File: config.mk
export PLATFORM = sky130hd
export DESIGN_NAME = mod_inverse_ext_euclid
export DESIGN_NICKNAME = d
export VERILOG_FILES = /design/src/rtl/mie_pkg.sv /design/src/rtl/mie_datapath.sv /design/src/rtl/mie_ctrl.sv /design/src/rtl/mod_inverse_ext_euclid.sv
export SDC_FILE = /design/constraint.sdc
export NUM_CORES = 2
export LEC_CHECK = 0
export BUFFER_PORTS_ARGS = -buffer_cell sky130_fd_sc_hd__buf_2
export CORE_ASPECT_RATIO = 1.4
export CORE_MARGIN = 2
export CORE_UTILIZATION = 50
export DETAILED_ROUTE_END_ITERATION = 7
export PLACE_DENSITY = 0.64
export SLEW_MARGIN = 20
export SYNTH_ARGS = -nofsm -noshare
export SYNTH_HDL_FRONTEND = slang
export SYNTH_SLANG_ARGS = --single-unit
File: constraint.sdc
create_clock -name clk -period 19.38 [get_ports clk]
set_input_delay 0.969 -clock clk [delete_from_list [all_inputs] [get_ports clk]]
set_output_delay 0.969 -clock clk [all_outputs]
set_load 0.05 [all_outputs]
File: src/rtl/mie_pkg.sv
// Package for the modular inverse block.
// Holds the command and status structs shared by the controller, the datapath and
// the top level, and the modulus value loaded at reset. Depends on nothing.
package mie_pkg;

    localparam logic [63:0] RESET_MODULUS = 64'd998244353;

    // Commands from the controller to the datapath. At most one action bit is
    // active in a cycle. The reduce bit selects the operands for div_init.
    typedef struct packed {
        logic load;
        logic div_init;
        logic reduce;
        logic shift_up;
        logic sub_step;
        logic update;
        logic capture;
    } mie_cmd_t;

    typedef struct packed {
        logic r1_zero;
        logic can_shift;
        logic k_zero;
        logic mod_zero;
    } mie_status_t;

endpackage

File: src/rtl/mie_datapath.sv
// Datapath of the modular inverse block: Euclid remainders and coefficients, the
// shift-and-subtract divider with its product accumulator, and the modulus register.
// Depends on mie_pkg for the command and status structs.
module mie_datapath #(
    parameter int DATA_WIDTH = 63
) (
    input  logic                   clk,
    input  logic                   rst_n,
    input  logic                   cfg_write,
    input  logic [DATA_WIDTH-1:0]  cfg_data,
    input  logic [DATA_WIDTH-1:0]  value,
    input  mie_pkg::mie_cmd_t      cmd,
    output mie_pkg::mie_status_t   status,
    output logic [DATA_WIDTH-1:0]  inverse,
    output logic [DATA_WIDTH-1:0]  common_divisor
);
    import mie_pkg::*;

    // Coefficients need one bit more than the operands to carry their sign.
    localparam int CW = DATA_WIDTH + 1;
    localparam int KW = $clog2(CW);

    logic [DATA_WIDTH-1:0] modulus_reg;
    logic [DATA_WIDTH-1:0] r0_reg, r0_next;
    logic [DATA_WIDTH-1:0] r1_reg, r1_next;
    logic [CW-1:0]         s0_reg, s0_next;
    logic [CW-1:0]         s1_reg, s1_next;
    logic [CW-1:0]         rem_reg, rem_next;
    logic [CW-1:0]         ds_reg, ds_next;
    logic [CW-1:0]         prod_reg, prod_next;
    logic [KW-1:0]         k_reg, k_next;
    logic [DATA_WIDTH-1:0] inverse_reg, inverse_next;
    logic [DATA_WIDTH-1:0] gcd_reg, gcd_next;

    logic [CW-1:0]         mag;
    logic [CW-1:0]         ds_dbl;
    logic                  qbit;
    logic [DATA_WIDTH-1:0] rem_w;
    logic [DATA_WIDTH-1:0] inv_val;

    assign mag    = s0_reg[CW-1] ? ({CW{1'b0}} - s0_reg) : s0_reg;
    assign ds_dbl = {ds_reg[CW-2:0], 1'b0};
    assign qbit   = (rem_reg >= ds_reg);
    assign rem_w  = rem_reg[DATA_WIDTH-1:0];

    // The final remainder is the magnitude of the coefficient modulo m; a negative
    // coefficient folds back as m minus that remainder.
    always_comb
    begin
        if (modulus_reg == '0)
            inv_val = '0;
        else if (s0_reg[CW-1] && (rem_w != '0))
            inv_val = modulus_reg - rem_w;
        else
            inv_val = rem_w;
    end

    assign status.r1_zero   = (r1_reg == '0);
    assign status.can_shift = !ds_reg[CW-1] && (ds_dbl <= rem_reg);
    assign status.k_zero    = (k_reg == '0);
    assign status.mod_zero  = (modulus_reg == '0);

    always_comb
    begin
        r0_next      = r0_reg;
        r1_next      = r1_reg;
        s0_next      = s0_reg;
        s1_next      = s1_reg;
        rem_next     = rem_reg;
        ds_next      = ds_reg;
        prod_next    = prod_reg;
        k_next       = k_reg;
        inverse_next = inverse_reg;
        gcd_next     = gcd_reg;
        if (cmd.load)
        begin
            r0_next = value;
            r1_next = modulus_reg;
            s0_next = {{(CW-1){1'b0}}, 1'b1};
            s1_next = '0;
        end
        if (cmd.div_init)
        begin
            rem_next  = cmd.reduce ? mag : {1'b0, r0_reg};
            ds_next   = cmd.reduce ? {1'b0, modulus_reg} : {1'b0, r1_reg};
            prod_next = '0;
            k_next    = '0;
        end
        if (cmd.shift_up)
        begin
            ds_next = ds_dbl;
            k_next  = k_reg + 1'b1;
        end
        // Quotient bits arrive most significant first, so the product q * s1
        // builds up in Horner form alongside the remainder.
        if (cmd.sub_step)
        begin
            if (qbit)
                rem_next = rem_reg - ds_reg;
            prod_next = {prod_reg[CW-2:0], 1'b0} + (qbit ? s1_reg : {CW{1'b0}});
            ds_next   = {1'b0, ds_reg[CW-1:1]};
            k_next    = k_reg - 1'b1;
        end
        if (cmd.update)
        begin
            r0_next = r1_reg;
            r1_next = rem_w;
            s0_next = s1_reg;
            s1_next = s0_reg - prod_reg;
        end
        if (cmd.capture)
        begin
            inverse_next = inv_val;
            gcd_next     = r0_reg;
        end
    end

    always_ff @(posedge clk or negedge rst_n)
    begin
        if (!rst_n)
            modulus_reg <= RESET_MODULUS[DATA_WIDTH-1:0];
        else if (cfg_write)
            modulus_reg <= cfg_data;
    end

    always_ff @(posedge clk)
    begin
        r0_reg      <= r0_next;
        r1_reg      <= r1_next;
        s0_reg      <= s0_next;
        s1_reg      <= s1_next;
        rem_reg     <= rem_next;
        ds_reg      <= ds_next;
        prod_reg    <= prod_next;
        k_reg       <= k_next;
        inverse_reg <= inverse_next;
        gcd_reg     <= gcd_next;
    end

    assign inverse        = inverse_reg;
    assign common_divisor = gcd_reg;

endmodule

File: src/rtl/mie_ctrl.sv
// Controller of the modular inverse block: sequences Euclid steps, the divider
// phases and the final reduction, and owns both handshakes.
// Depends on mie_pkg for the command and status structs.
module mie_ctrl (
    input  logic                 clk,
    input  logic                 rst_n,
    input  logic                 in_valid,
    output logic                 in_stall,
    output logic                 out_valid,
    input  logic                 out_stall,
    input  mie_pkg::mie_status_t status,
    output mie_pkg::mie_cmd_t    cmd
);
    import mie_pkg::*;

    localparam logic [3:0] ST_IDLE      = 4'd0;
    localparam logic [3:0] ST_CHECK     = 4'd1;
    localparam logic [3:0] ST_ALIGN     = 4'd2;
    localparam logic [3:0] ST_DIVIDE    = 4'd3;
    localparam logic [3:0] ST_UPDATE    = 4'd4;
    localparam logic [3:0] ST_RED_INIT  = 4'd5;
    localparam logic [3:0] ST_RED_ALIGN = 4'd6;
    localparam logic [3:0] ST_RED_DIV   = 4'd7;
    localparam logic [3:0] ST_FINISH    = 4'd8;

    logic [3:0] state_reg, state_next;
    logic       out_valid_reg, out_valid_next;
    logic       out_free;

    assign out_free = !out_valid_reg || !out_stall;

    always_comb
    begin
        state_next = state_reg;
        cmd        = '0;
        case (state_reg)
            ST_IDLE:
            begin
                if (in_valid)
                begin
                    cmd.load   = 1'b1;
                    state_next = ST_CHECK;
                end
            end
            ST_CHECK:
            begin
                if (status.r1_zero)
                    state_next = ST_RED_INIT;
                else
                begin
                    cmd.div_init = 1'b1;
                    state_next   = ST_ALIGN;
                end
            end
            ST_ALIGN:
            begin
                if (status.can_shift)
                    cmd.shift_up = 1'b1;
                else
                    state_next = ST_DIVIDE;
            end
            ST_DIVIDE:
            begin
                cmd.sub_step = 1'b1;
                if (status.k_zero)
                    state_next = ST_UPDATE;
            end
            ST_UPDATE:
            begin
                cmd.update = 1'b1;
                state_next = ST_CHECK;
            end
            ST_RED_INIT:
            begin
                // With a zero modulus there is nothing to reduce by.
                if (status.mod_zero)
                    state_next = ST_FINISH;
                else
                begin
                    cmd.div_init = 1'b1;
                    cmd.reduce   = 1'b1;
                    state_next   = ST_RED_ALIGN;
                end
            end
            ST_RED_ALIGN:
            begin
                if (status.can_shift)
                    cmd.shift_up = 1'b1;
                else
                    state_next = ST_RED_DIV;
            end
            ST_RED_DIV:
            begin
                cmd.sub_step = 1'b1;
                if (status.k_zero)
                    state_next = ST_FINISH;
            end
            ST_FINISH:
            begin
                if (out_free)
                begin
                    cmd.capture = 1'b1;
                    state_next  = ST_IDLE;
                end
            end
            default:
            begin
                state_next = ST_IDLE;
            end
        endcase
    end

    always_comb
    begin
        out_valid_next = out_valid_reg;
        if (cmd.capture)
            out_valid_next = 1'b1;
        else if (out_valid_reg && !out_stall)
            out_valid_next = 1'b0;
    end

    always_ff @(posedge clk or negedge rst_n)
    begin
        if (!rst_n)
        begin
            state_reg     <= ST_IDLE;
            out_valid_reg <= 1'b0;
        end
        else
        begin
            state_reg     <= state_next;
            out_valid_reg <= out_valid_next;
        end
    end

    assign in_stall  = (state_reg != ST_IDLE);
    assign out_valid = out_valid_reg;

endmodule

File: src/rtl/mod_inverse_ext_euclid.sv
// Usage: modular inverse by the extended Euclidean algorithm.
// Input channel (in_valid, in_stall, value): one transfer starts one computation.
// in_stall is high from the cycle after a transfer until the block is idle again.
// Output channel (out_valid, out_stall, inverse, common_divisor): one transfer per
// input, in order. inverse is the Bezout coefficient of value reduced into
// 0..modulus-1; it is the modular inverse when common_divisor is one.
// Configuration: cfg_write with cfg_data writes the modulus; write it only while
// no computation is in flight. Reset loads 998244353 and empties the output.
// Each Euclid step checks the remainder, aligns the divisor, takes one subtract step
// per quotient bit and updates the remainders and coefficients; the final reduction
// runs on the same shared shift-and-subtract divider. The computation begins with
// a load and ends by storing the result.
// One item is in work at a time, so a new transfer is taken in the cycle after the
// result is stored. The result sits in an output register, so the next item is
// accepted while it waits; if the receiver stalls and that register is still full
// when the next result is ready, the block holds that result and keeps in_stall
// high until the register frees up.
// Depends on mie_pkg, mie_ctrl and mie_datapath.
module mod_inverse_ext_euclid #(
    parameter int DATA_WIDTH = 63
) (
    input  logic                  clk,
    input  logic                  rst_n,
    input  logic                  cfg_write,
    input  logic [DATA_WIDTH-1:0] cfg_data,
    input  logic                  in_valid,
    output logic                  in_stall,
    input  logic [DATA_WIDTH-1:0] value,
    output logic                  out_valid,
    input  logic                  out_stall,
    output logic [DATA_WIDTH-1:0] inverse,
    output logic [DATA_WIDTH-1:0] common_divisor
);
    import mie_pkg::*;

    mie_cmd_t    cmd;
    mie_status_t status;

    mie_ctrl u_ctrl (
        .clk       (clk),
        .rst_n     (rst_n),
        .in_valid  (in_valid),
        .in_stall  (in_stall),
        .out_valid (out_valid),
        .out_stall (out_stall),
        .status    (status),
        .cmd       (cmd)
    );

    mie_datapath #(
        .DATA_WIDTH (DATA_WIDTH)
    ) u_datapath (
        .clk            (clk),
        .rst_n          (rst_n),
        .cfg_write      (cfg_write),
        .cfg_data       (cfg_data),
        .value          (value),
        .cmd            (cmd),
        .status         (status),
        .inverse        (inverse),
        .common_divisor (common_divisor)
    );

    // An accepted transfer always starts a computation that blocks the input.
    a_accept_busy: assert property (@(posedge clk) disable iff (!rst_n)
        in_valid && !in_stall |=> in_stall)
        else $error("input not blocked after a transfer");

    // The controller never issues two datapath actions at once.
    a_cmd_single: assert property (@(posedge clk) disable iff (!rst_n)
        $onehot0({cmd.load, cmd.div_init, cmd.shift_up, cmd.sub_step,
                  cmd.update, cmd.capture}))
        else $error("conflicting datapath commands");

    // A result is stored only when the output register is free or draining.
    a_capture_free: assert property (@(posedge clk) disable iff (!rst_n)
        cmd.capture |-> !out_valid || !out_stall)
        else $error("pending result overwritten");

endmodule

# ---- After elaboration in Yosys (flattened, before gate mapping)
# Index checks and enable logic that the tools add are counted.
dict set report classes {
  addsub 7
  order_cmp 2
  eq_ne 14
  n_mux 47
  n_reduce_logical 21
}
# operator count
set op_table {}
lappend op_table {{$mux 64} 14}
lappend op_table {{$mux 63} 7}
lappend op_table {{$sub 64x64->64} 2}
lappend op_table {{$logic_not 63->1} 2}
lappend op_table {{$add 64x64->64} 1}
lappend op_table {{$ge 64x64->1} 1}
lappend op_table {{$le 64x64->1} 1}
lappend op_table {{$sub 1x64->64 const A} 1}
lappend op_table {{$reduce_bool 63->1} 1}
lappend op_table {{$sub 63x63->63} 1}
lappend op_table {{$pmux 4 s9} 1}
lappend op_table {{$mux 4} 7}
lappend op_table {{$mux 6} 3}
lappend op_table {{$eq 4x3->1 const B} 4}
lappend op_table {{$mux 1} 12}
lappend op_table {{$ne 2x2->1 const B} 5}
lappend op_table {{$eq 4x2->1 const B} 2}
lappend op_table {{$reduce_bool 2->1} 4}
lappend op_table {{$add 6x1->6 const B} 1}
lappend op_table {{$logic_not 6->1} 1}
lappend op_table {{$reduce_and 6->1} 1}
lappend op_table {{$sub 6x1->6 const B} 1}
lappend op_table {{$eq 4x1->1 const B} 1}
lappend op_table {{$eq 4x4->1 const B} 1}
lappend op_table {{other kinds (11)} 16}
dict set report totals {
  regBits 646
  in_bits 131
  out_inout_bits 128
  wordCells 105
}

# ---- Logic depth before layout (Yosys ltp)
dict set report depth {
  depth_word 7
  depth_mapped 29
  ltp_nobuf 27
}

# ---- Modules after synthesis
# Synthesis repeated with hierarchy kept, for this count alone.
dict set report unflattened {
  hier_cells 4862
  area_unflattened_um2 45512.4
}
# mod n_inst cells_each area_per_inst_um2 seq_area_each_um2
set by_module_without_submodules {}
lappend by_module_without_submodules {mie_datapath 1 4820 45140.8 18291.3}
lappend by_module_without_submodules {mie_ctrl 1 42 371.6 125.1}

# ---- Worst setup path after synthesis
# No wires, ideal clock.
dict set report synth_path {
  path_kind {register to register}
  from {register u_ctrl.state_reg[1]}
  to {register u_datapath.gcd_reg[0] (netlist: u_datapath.common_divisor[0]), enable pin}
  setup_ns 0.652
  t_arrival_ns 7.095
  t_required_ns 18.728
  path_slack_ns 11.633
  stages_incl_launch_ff 5
  n_path_buf 1
  synth_period_minus_slack_ns 7.747
  cell_sequence {dfrtp_1 -> clkbuf_1 -> nor3_1 -> nand2_1 -> a21oi_1}
}
# item line
set synth_lines {}
lappend synth_lines {{start: declaration} mie_ctrl.sv:26} ;# logic [3:0] state_reg, state_next;
lappend synth_lines {{start signal: assignment} mie_ctrl.sv:131} ;# state_reg <= state_next;
lappend synth_lines {{end signal: assignment} mie_datapath.sv:137} ;# gcd_reg <= gcd_next;
lappend synth_lines {{end: declaration} mie_datapath.sv:33} ;# logic [DATA_WIDTH-1:0] gcd_reg, gcd_next;

# ---- Worst setup path after layout
dict set report layout_path {
  from {register u_datapath.ds_reg[6]}
  to {register u_datapath.prod_reg[61] (data pin)}
}
dict set report layout_between {
  elab_chain_cells 4
}
# item line
set layout_rtl {}
lappend layout_rtl {{start: declaration} mie_datapath.sv:29} ;# logic [CW-1:0] ds_reg, ds_next;
lappend layout_rtl {{start signal: assignment} mie_datapath.sv:133} ;# ds_reg <= ds_next;
lappend layout_rtl {{$ge 64x64->1} mie_datapath.sv:43} ;# assign qbit = (rem_reg >= ds_reg);
lappend layout_rtl {{$mux 64} mie_datapath.sv:100} ;# prod_next = {prod_reg[CW-2:0], 1'b0} + (qbit ? s1_reg : {CW{1'b0}});
lappend layout_rtl {{$add 64x64->64} mie_datapath.sv:100}
lappend layout_rtl {{$mux 64} mie_datapath.sv:96} ;# if (cmd.sub_step)
lappend layout_rtl {{end signal: assignment} mie_datapath.sv:134} ;# prod_reg <= prod_next;
lappend layout_rtl {{end: declaration} mie_datapath.sv:30} ;# logic [CW-1:0] prod_reg, prod_next;
# Every way passes these cells.
# A chain may end at the register's enable or synchronous reset.

==> impl_metrics.ini <==
[yosys]
compound_gate_portion_of_the_synthesized_area_pct = 20.2
synth.cells.most_frequent = nand2_1, edfxtp_1, a21oi_1
synth_edf_count = 513
post_synth_xor_area_fraction_pct = 5.47
yosysSeqAreaShare_pct = 41.1
ys_warn_count = 0
avg_inst_size_synth_um2 = 8.92
post_synth_and_or_nand_nor_area_fraction_pct = 17.6
synth.distinct_cells = 81
postSynthCellCount = 5031
post-synth-top-area-fraction_pct = 34.3
post_synth_instance_area_um2 = 44900
yosys-mux-area-fraction_pct = 1.87
seq_cells_post_synth = 646
cell_type_with_the_highest_aggregate_area_in_the_netlist = edfxtp_1
yosysMostFrequentCell = nand2_1
yosys_most_used_dff = edfxtp_1
asyncSetResetFlopFracSynth_pct = 10.5
yosys.area_share.adder_pct = 9.05
syn-num-nets = 5484
synth_top_cells_by_area = edfxtp_1, ha_1, nand2_1
combinational_family_with_the_most_area_after_synthesis = compound AO/OA/AOI/OAI gates

[grt]
grt_first_pass_wirelength_mm = 236
grt_pass1_vias = 38427
grt_max_degree = 147
grt_remaining_overflow = 0
grt_antenna_before_repair = 4
grt.total_usage_pct = 33.8

[cts]
tritoncts = done
cts_resized = 0
numClockSinks = 646
ctsLongestPathBuffers = 3
clk_transition_reported_paths_ns = 0.06
cts-root-buf = clkbuf_16
clkLatencyLatePin_ns = 0.65
cts.htree.levels = 3
cts.hold.buffers_added = 0
tritoncts.num_buffers = 72
post-cts-setup-buffers = 0

[floorplanning]
core-area_um2 = 89300
floorplan.die_area_um2 = 92200
initial_utilization_pct = 50.2
chipWidth_um = 257
fp.dieH_um = 358
standard_cell_row_count = 130
num_io_pins = 259

[routing]
routedWlPerCell_um = 25.1
drt-initial-drc-count = 3361
post_route_m1_wl_mm = 61.5
maxUsedRoutingLayer = met5
wirelength_mm = 159
drc = 0
detail_route.first_pass.iterations = 6
vias = 39441
postRouteAntennaNets = 0
detail_route.vias_per_cell = 6.21
met2RoutedLength_mm = 78.2
route.met3.wl_mm = 8.96

[sta]
fin_tns_setup_ns = 0
grt_setup_unrepaired = false
worst_hold_slack_ns = 0.320
slew_headroom_pct = 16.6
final.setup_skew_ns = 0.0280
worst_pin_slew_ns = 1.24
final_setup_violation_count = 0
finalMaxSlewViolations = 0
min_period_ns = 8.23
timing.fmax_mhz = 122
min_period_over_period_pct = 42.5
timing.final.hold_violations = 0

[final_layout]
finish.net_count = 5558
finish.utilization_pct = 55.4
syn2layout_area_growth_pct = 10.2
fin_area_um2 = 49400
n_antenna_cell = 0
drive_above_1_share_pct = 10.4

[power_and_ir_drop]
finalPower_mw = 10.8
power.net_switching_mw = 5.37
power_density_nw_per_um2 = 218
clkPwrFrac_pct = 13.6
worst_vdd_drop_mv = 0.118
power_frac_seq_pct = 24.2
cell_internal_pwr_mw = 5.38
comb_power_share_pct = 62.2
sw_frac_of_total_pct = 49.9
power.leakage_nw = 20.6

[worst_setup_path]
crit_path_max_fanout = 67
cp.arrival_ns = 8.59
timing.critical_path.to_type = register
r2r.worst_path.cells = 27
category_of_the_critical_setup_timing_path = reg -> reg
rr_endpoint = u_datapath.prod_reg[61]
worst-endpoint-required_ns = 19.74
critical_path.reg2reg.startpoint = u_datapath.ds_reg[6]
r2r_setup_slack_ns = 11.15
startpoint_type = register

[placed_design]
routabilityCongestion = 1.01
placed_cell_area_um2 = 47000
place.port_buffers = 258
place.detailed.hpwl_mm = 121

[job]
drv.max_cap_violation_count = 0

[run_status]
run_status = complete, no violations

[min_path]
hold_path_class = in -> async
==> metal layers <==
metal,vias up,track usage (%)
li1,18453,-
met1,19097,39.7
met2,1493,59.1
met4,2,20.2
met3,396,4.24
met5,-,0
==> cells in the final DEF, fill, tap and decap left out, drive strengths merged, types with 11 or more instances in the layout <==
| master | instances |
|---|---|
| mux2i | 15 |
| o211ai | 153 |
| and3 | 84 |
| dfrtp | 61 |
| nand2 | 660 |
| nor2b | 37 |
| o31a | 11 |
| a221oi | 14 |
| and2 | 76 |
| a21oi | 387 |
| nand2b | 26 |
| a211oi | 47 |
| edfxtp | 513 |
| xnor2 | 165 |
| or3 | 26 |
| mux2 | 61 |
| inv | 273 |
| o21a | 39 |
| or4 | 13 |
| nand4 | 95 |
| a31oi | 35 |
| o31ai | 42 |
| a21o | 179 |
| or2 | 13 |
| dfxtp | 65 |
| o41ai | 19 |
| nor4 | 65 |
| o21bai | 47 |
| buf | 299 |
| nor2 | 380 |
| o21ai | 365 |
| clkbuf | 97 |
| xor2 | 115 |
| nand3 | 129 |
| clkinv | 18 |
| ha | 318 |
| nor3 | 67 |
==> worst max-delay path, stage by stage (launching register included) <==
cell	delay [ns]
edfxtp_1	0.38
inv_1	0.08
ha_1	0.35
a21o_1	0.20
a21oi_1	0.23
o21ai_0	0.19
o21a_1	0.24
o21a_1	0.24
a211oi_1	0.42
o211ai_1	0.21
a21oi_1	0.34
o21ai_4	0.10
buf_4	0.33
and2_1	0.27
ha_1	0.22
fa_1	0.43
a211o_1	0.33
a21oi_1	0.23
o211ai_1	0.24
a221o_1	0.44
a21oi_1	0.28
o21ai_0	0.29
a31oi_1	0.51
nor3b_1	0.49
o31ai_1	0.24
a221oi_1	0.37
xor2_1	0.18
nor2_1	0.06
==> cell families (layout without fill, tap and decap cells) <==
family / Yosys count / in the layout
xor+xnor: 280 / 280
flops: 646 / 646
fa+ha+maj: 322 / 322
simple gates: 1700 / 1700
compound gates: 1439 / 1439
mux: 76 / 76
buf+inv: 568 / 701
==> final cells by class <==
type	count	area [µm²]
fillers	8257	39900
multi-input cells	3817	24400
flip-flops and latches	646	18400
clock buffers	97	2010
repair buffers	299	1630
well taps	1188	1490
inverters	269	1010
clock inverters	36	435
==> worst max-delay path by stage <==
stage / slack (ns) / cells past startpoint / startpoint / end
3_5_place_dp: 11.34 / 27 / u_datapath.ds_reg[6] / u_datapath.prod_reg[61]
6_report: 11.15 / 27 / u_datapath.ds_reg[6] / u_datapath.prod_reg[61]
5_1_grt: 10.78 / 28 / u_datapath.rem_reg[0] / u_datapath.prod_reg[63]
2_1_floorplan: 11.63 / 4 / u_ctrl.state_reg[1] / u_datapath.common_divisor[0]
4_1_cts: 11.27 / 28 / u_datapath.rem_reg[0] / u_datapath.prod_reg[63]
3_3_place_gp: 11.48 / 28 / u_datapath.rem_reg[0] / u_datapath.prod_reg[51]
==> power groups by stage <==
| stage | Clock (mW) | Sequential [mW] | Combinational, mW |
|---|---|---|---|
| floorplan | 0 | 2.50 | 4.72 |
| global placement | 0 | 2.59 | 6.58 |
| detailed placement | 0 | 2.61 | 6.55 |
| CTS | 1.48 | 2.58 | 6.60 |
| global route | 1.53 | 2.63 | 7.31 |
| finish | 1.46 | 2.60 | 6.69 |
==> metrics by stage <==
stage          instances  setup WS, ns
2_1_floorplan       5031         11.63
3_5_place_dp        6219         11.34
4_1_cts             6352         11.27
5_1_grt             6352         10.78
3_3_place_gp        6219         11.48
6_report            6352         11.15
Note: power is estimated with default switching activity, not from simulation.
